$ cat src/sv/vgw_pkg.sv
// Shared types and constants for the vertex grid weld block.
package vgw_pkg;
  localparam logic [63:0] FNV_BASIS = 64'hCBF29CE484222325;
  localparam logic [63:0] FNV_PRIME = 64'h00000100000001B3;

  localparam logic [0:0] REG_GRID_SCALE = 1'd0;
  localparam logic [0:0] REG_WELD_ENABLE = 1'd1;

  typedef enum logic [10:0] {
    ST_IDLE  = 11'b00000000001,
    ST_QUANT = 11'b00000000010,
    ST_HASH  = 11'b00000000100,
    ST_HMUL  = 11'b00000001000,
    ST_PROBE = 11'b00000010000,
    ST_CMP   = 11'b00000100000,
    ST_DONE  = 11'b00001000000,
    ST_CLEAR = 11'b00010000000,
    ST_MULW  = 11'b00100000000,
    ST_HACC  = 11'b01000000000,
    ST_RES   = 11'b10000000000
  } state_t;

  // Operand pair for the shared multiplier.
  typedef struct packed {
    logic [31:0] a;
    logic [31:0] b;
  } mul_op_t;
endpackage

$ cat src/sv/vgw_mul.sv
// Shared 32x32 unsigned multiplier with registered product.
module vgw_mul (
  input  logic            clk,
  input  vgw_pkg::mul_op_t op,
  output logic [63:0]     prod
);
  import vgw_pkg::*;
  always_ff @(posedge clk) begin
    prod <= 64'(op.a) * 64'(op.b);
  end
endmodule

$ cat config.mk
export PLATFORM = sky130hd
export DESIGN_NAME = vgw_mul
export DESIGN_NICKNAME = d
export VERILOG_FILES = /design/src/sv/vgw_pkg.sv /design/src/sv/vgw_mul.sv
export SDC_FILE = /design/constraint.sdc
export NUM_CORES = 2
export LEC_CHECK = 0
export ABC_AREA = 1
export BUFFER_PORTS_ARGS = -buffer_cell sky130_fd_sc_hd__buf_2
export CAP_MARGIN = 20
export CORE_MARGIN = 2
export CORE_UTILIZATION = 50
export CTS_BUF_LIST = sky130_fd_sc_hd__clkbuf_4
export CTS_CLUSTER_DIAMETER = 40
export CTS_CLUSTER_SIZE = 25
export DETAILED_ROUTE_END_ITERATION = 12
export GPL_TIMING_DRIVEN = 0
export PLACE_DENSITY = 0.66
export SYNTH_ARGS = -nofsm -noshare
export SYNTH_HDL_FRONTEND = slang
export SYNTH_SLANG_ARGS = --single-unit
$ cat constraint.sdc
create_clock -name clk -period 9.3 [get_ports clk]
set_input_delay 1.86 -clock clk [delete_from_list [all_inputs] [get_ports clk]]
set_output_delay 1.86 -clock clk [all_outputs]
set_load 0.05 [all_outputs]
==> out/metrics.csv <==
stage,metric,value,unit
synth,"Cell Area, Synth",37400,sq um
layout,Final Cell Area,39420,sq um
detailed_routing,Wirelength per Cell,21.45,microns
synth,Yosys top cell area share,47.96,%
die,num rows,100,
placed_design,RD Place Congestion,1.049,
timing,Slew Limit Fails,0,
detailed_routing,total wire length,131700,microns
layout,Syn-to-layout area delta,5.410,%
die,Die Span X,277.5,microns
clock_network,TritonCTS clock tree,yes,
clock_network,cts bufs inserted,9,
synth,Synth area leader,fa_1,
global_routing,met3 GRT Util,9.391,%
detailed_routing,drt via density,5.138,
synth,Mapped Nets,6247,
detailed_routing,DRT Pass-1 Iters,6,
placed_design,IO buf count,128,
synth,Synth Warn #,0,
timing,# setup viols final,0,
synth,Synth cell types,23,
clock_network,CTS Hold Bufs,0,
timing,Period minus WS final,8914,ps
timing,Rel. slew slack,15.69,%
global_routing,GRT Total Usage,35.23,%
placed_design,area post-placement,39250,sq um
layout,ratio of cells with drive above 1 in the final layout,4.063,%
timing,unrepaired setup endpoints after global routing,no,
synth,register area share after synthesis,3.426,%
global_routing,vias in the first global route,32130,
placed_design,HPWL after DPL,116500,microns
job,max cap viols,0,
synth,Post-Syn Instances,5023,
worst_setup_path,CP Class,primary input to flip-flop,
detailed_routing,DRC,0,
clock_network,setup bufs post-CTS,0,
layout,Biggest register,prod,
die,initial core utilization,50.41,%
min_path,Hold Startpoint,op[0],
timing,setup TNS,0,ps
timing,final hold vios,0,
outcome,outcome,finished clean,
layout,fin nets,6388,
die,CORE AREA,74200,sq um
global_routing,first-pass GRT wire length,198400,microns
worst_setup_path,Worst Path Arrival,9200,ps
layout,Top Registers,prod x64,
detailed_routing,Detailed Route Iter0 Violations,3014,
detailed_routing,DR vias,31550,
global_routing,met1 Usage GRT,45.22,%
clock_network,clock sinks,64,
synth,Area contributors post-synth,"fa_1 (48%), inv_1 (17%), nand2_1 (16%)",
synth,Seq cells post-synth,64,
detailed_routing,Antenna Nets Post-Route,0,
worst_setup_path,CP Capture Type,flip-flop,
clock_network,Clock Path Buffers,2,
global_routing,GR Overflow Total,0,
global_routing,busiest grt layer,met2,
clock_network,# resized after CTS,0,
worst_setup_path,Setup crit start,op[25],
clock_network,CTS H-tree depth,3,
timing,Max Freq,112.2,MHz
clock_network,"Reg clk slew, reported paths",110,ps
worst_setup_path,startpoint class of the critical path,primary input,
timing,fin crit share,95.85,%
worst_setup_path,CP Data Required Time,9590,ps
global_routing,M2 GR Usage,54.85,%
timing,Worst-Margin Slew,1265,ps
min_path,Min-Delay Path Class,primary input to flip-flop,
global_routing,initial antenna violation count,6,
die,die footprint,77010,sq um
global_routing,largest net degree at the start of global routing,11,
clock_network,root buffer cell,clkbuf_4,
layout,max FFs per register,64,
die,Top Ports,129,
timing,Hold WS,1757,ps
worst_setup_path,CP Max Fanout,10,
die,Die Y,277.5,microns
synth,Syn Area/Cell,7.446,sq um
cell usage after synthesis:
library cell,n
a21oi_1,43
clkbuf_1,192
dfxtp_1,64
fa_1,896
ha_1,263
inv_1,1723
inv_2,12
nand2_1,1566
nand2_2,15
nand3_1,56
nand3_2,9
nand4_1,16
nor2_1,81
nor2_2,14
nor2_4,6
nor3_1,11
nor3_2,6
nor3_4,1
o21ai_0,2
o21bai_1,11
o21bai_2,1
xnor2_1,2
xor2_1,33
routing by layer:
metal | vias to the layer above | share of wire [%]
li1 | 13910 | -
met1 | 15600 | 37
met2 | 1680 | 44
met3 | 356 | 12
met4 | 4 | 6.4
met5 | - | 0.022
worst paths after layout:
check / endpoint / cells past startpoint
worst min-delay path: prod[0] / 3
worst max-delay path: prod[47] / 24
final cells by class:
| class | instances | area, sq um |
|---|---|---|
| antenna | 2 | 5.005 |
| buffer | 192 | 720.7 |
| clock buffer | 12 | 90.09 |
| clock inverter | 4 | 45.04 |
| fill | 7461 | 34770 |
| inverter | 1735 | 6513 |
| multi-input combinational | 3032 | 28890 |
| sequential | 64 | 1281 |
| tap | 969 | 1212 |
| timing repair buffer | 130 | 670.6 |
kinds of logic after synthesis:
kind of cell / share of synthesized area [%]
AO/OA/AOI/OAI: 0.8531
XOR/XNOR: 0.8196
adder cells (fa/ha/maj): 56.76
buffers and inverters: 19.34
flip-flops: 3.426
AND/OR/NAND/NOR: 18.80
worst max-delay path: stages:
cell and delay (ps):
buf_2 350, clkbuf_1 820, nand2_1 160, fa_1 550
inv_1 80, fa_1 510, inv_1 60, fa_1 520
inv_1 60, fa_1 490, fa_1 530, fa_1 430
fa_1 660, fa_1 480, ha_1 420, nand2_1 130
nor2_1 180, inv_2 80, nor2_1 280, a21oi_1 130
nand2_2 140, nand2_1 90, nand3_1 70, nand2_1 90
metrics by stage:
stage	instances	util, %	setup slack (ps)
after floorplan	5023	-	1626
after global placement	6120	52.91	121.0
after detailed placement	6120	52.91	98.81
after CTS	6136	53.09	532.1
after global routing	6139	53.13	267.5
final	6140	53.13	385.5
layout by cell type (no fill, tap or decap), types with 33 or more instances in the layout:
master / count
inv_1: 1723
ha_1: 263
nor2_1: 81
a21oi_1: 43
fa_1: 896
dfxtp_1: 64
nand2_1: 1566
nand3_1: 56
xor2_1: 33
clkbuf_1: 192
buf_2: 128
Power is not shown: default switching activity piles up to over one toggle a cycle in this logic, so the estimate is an artifact.
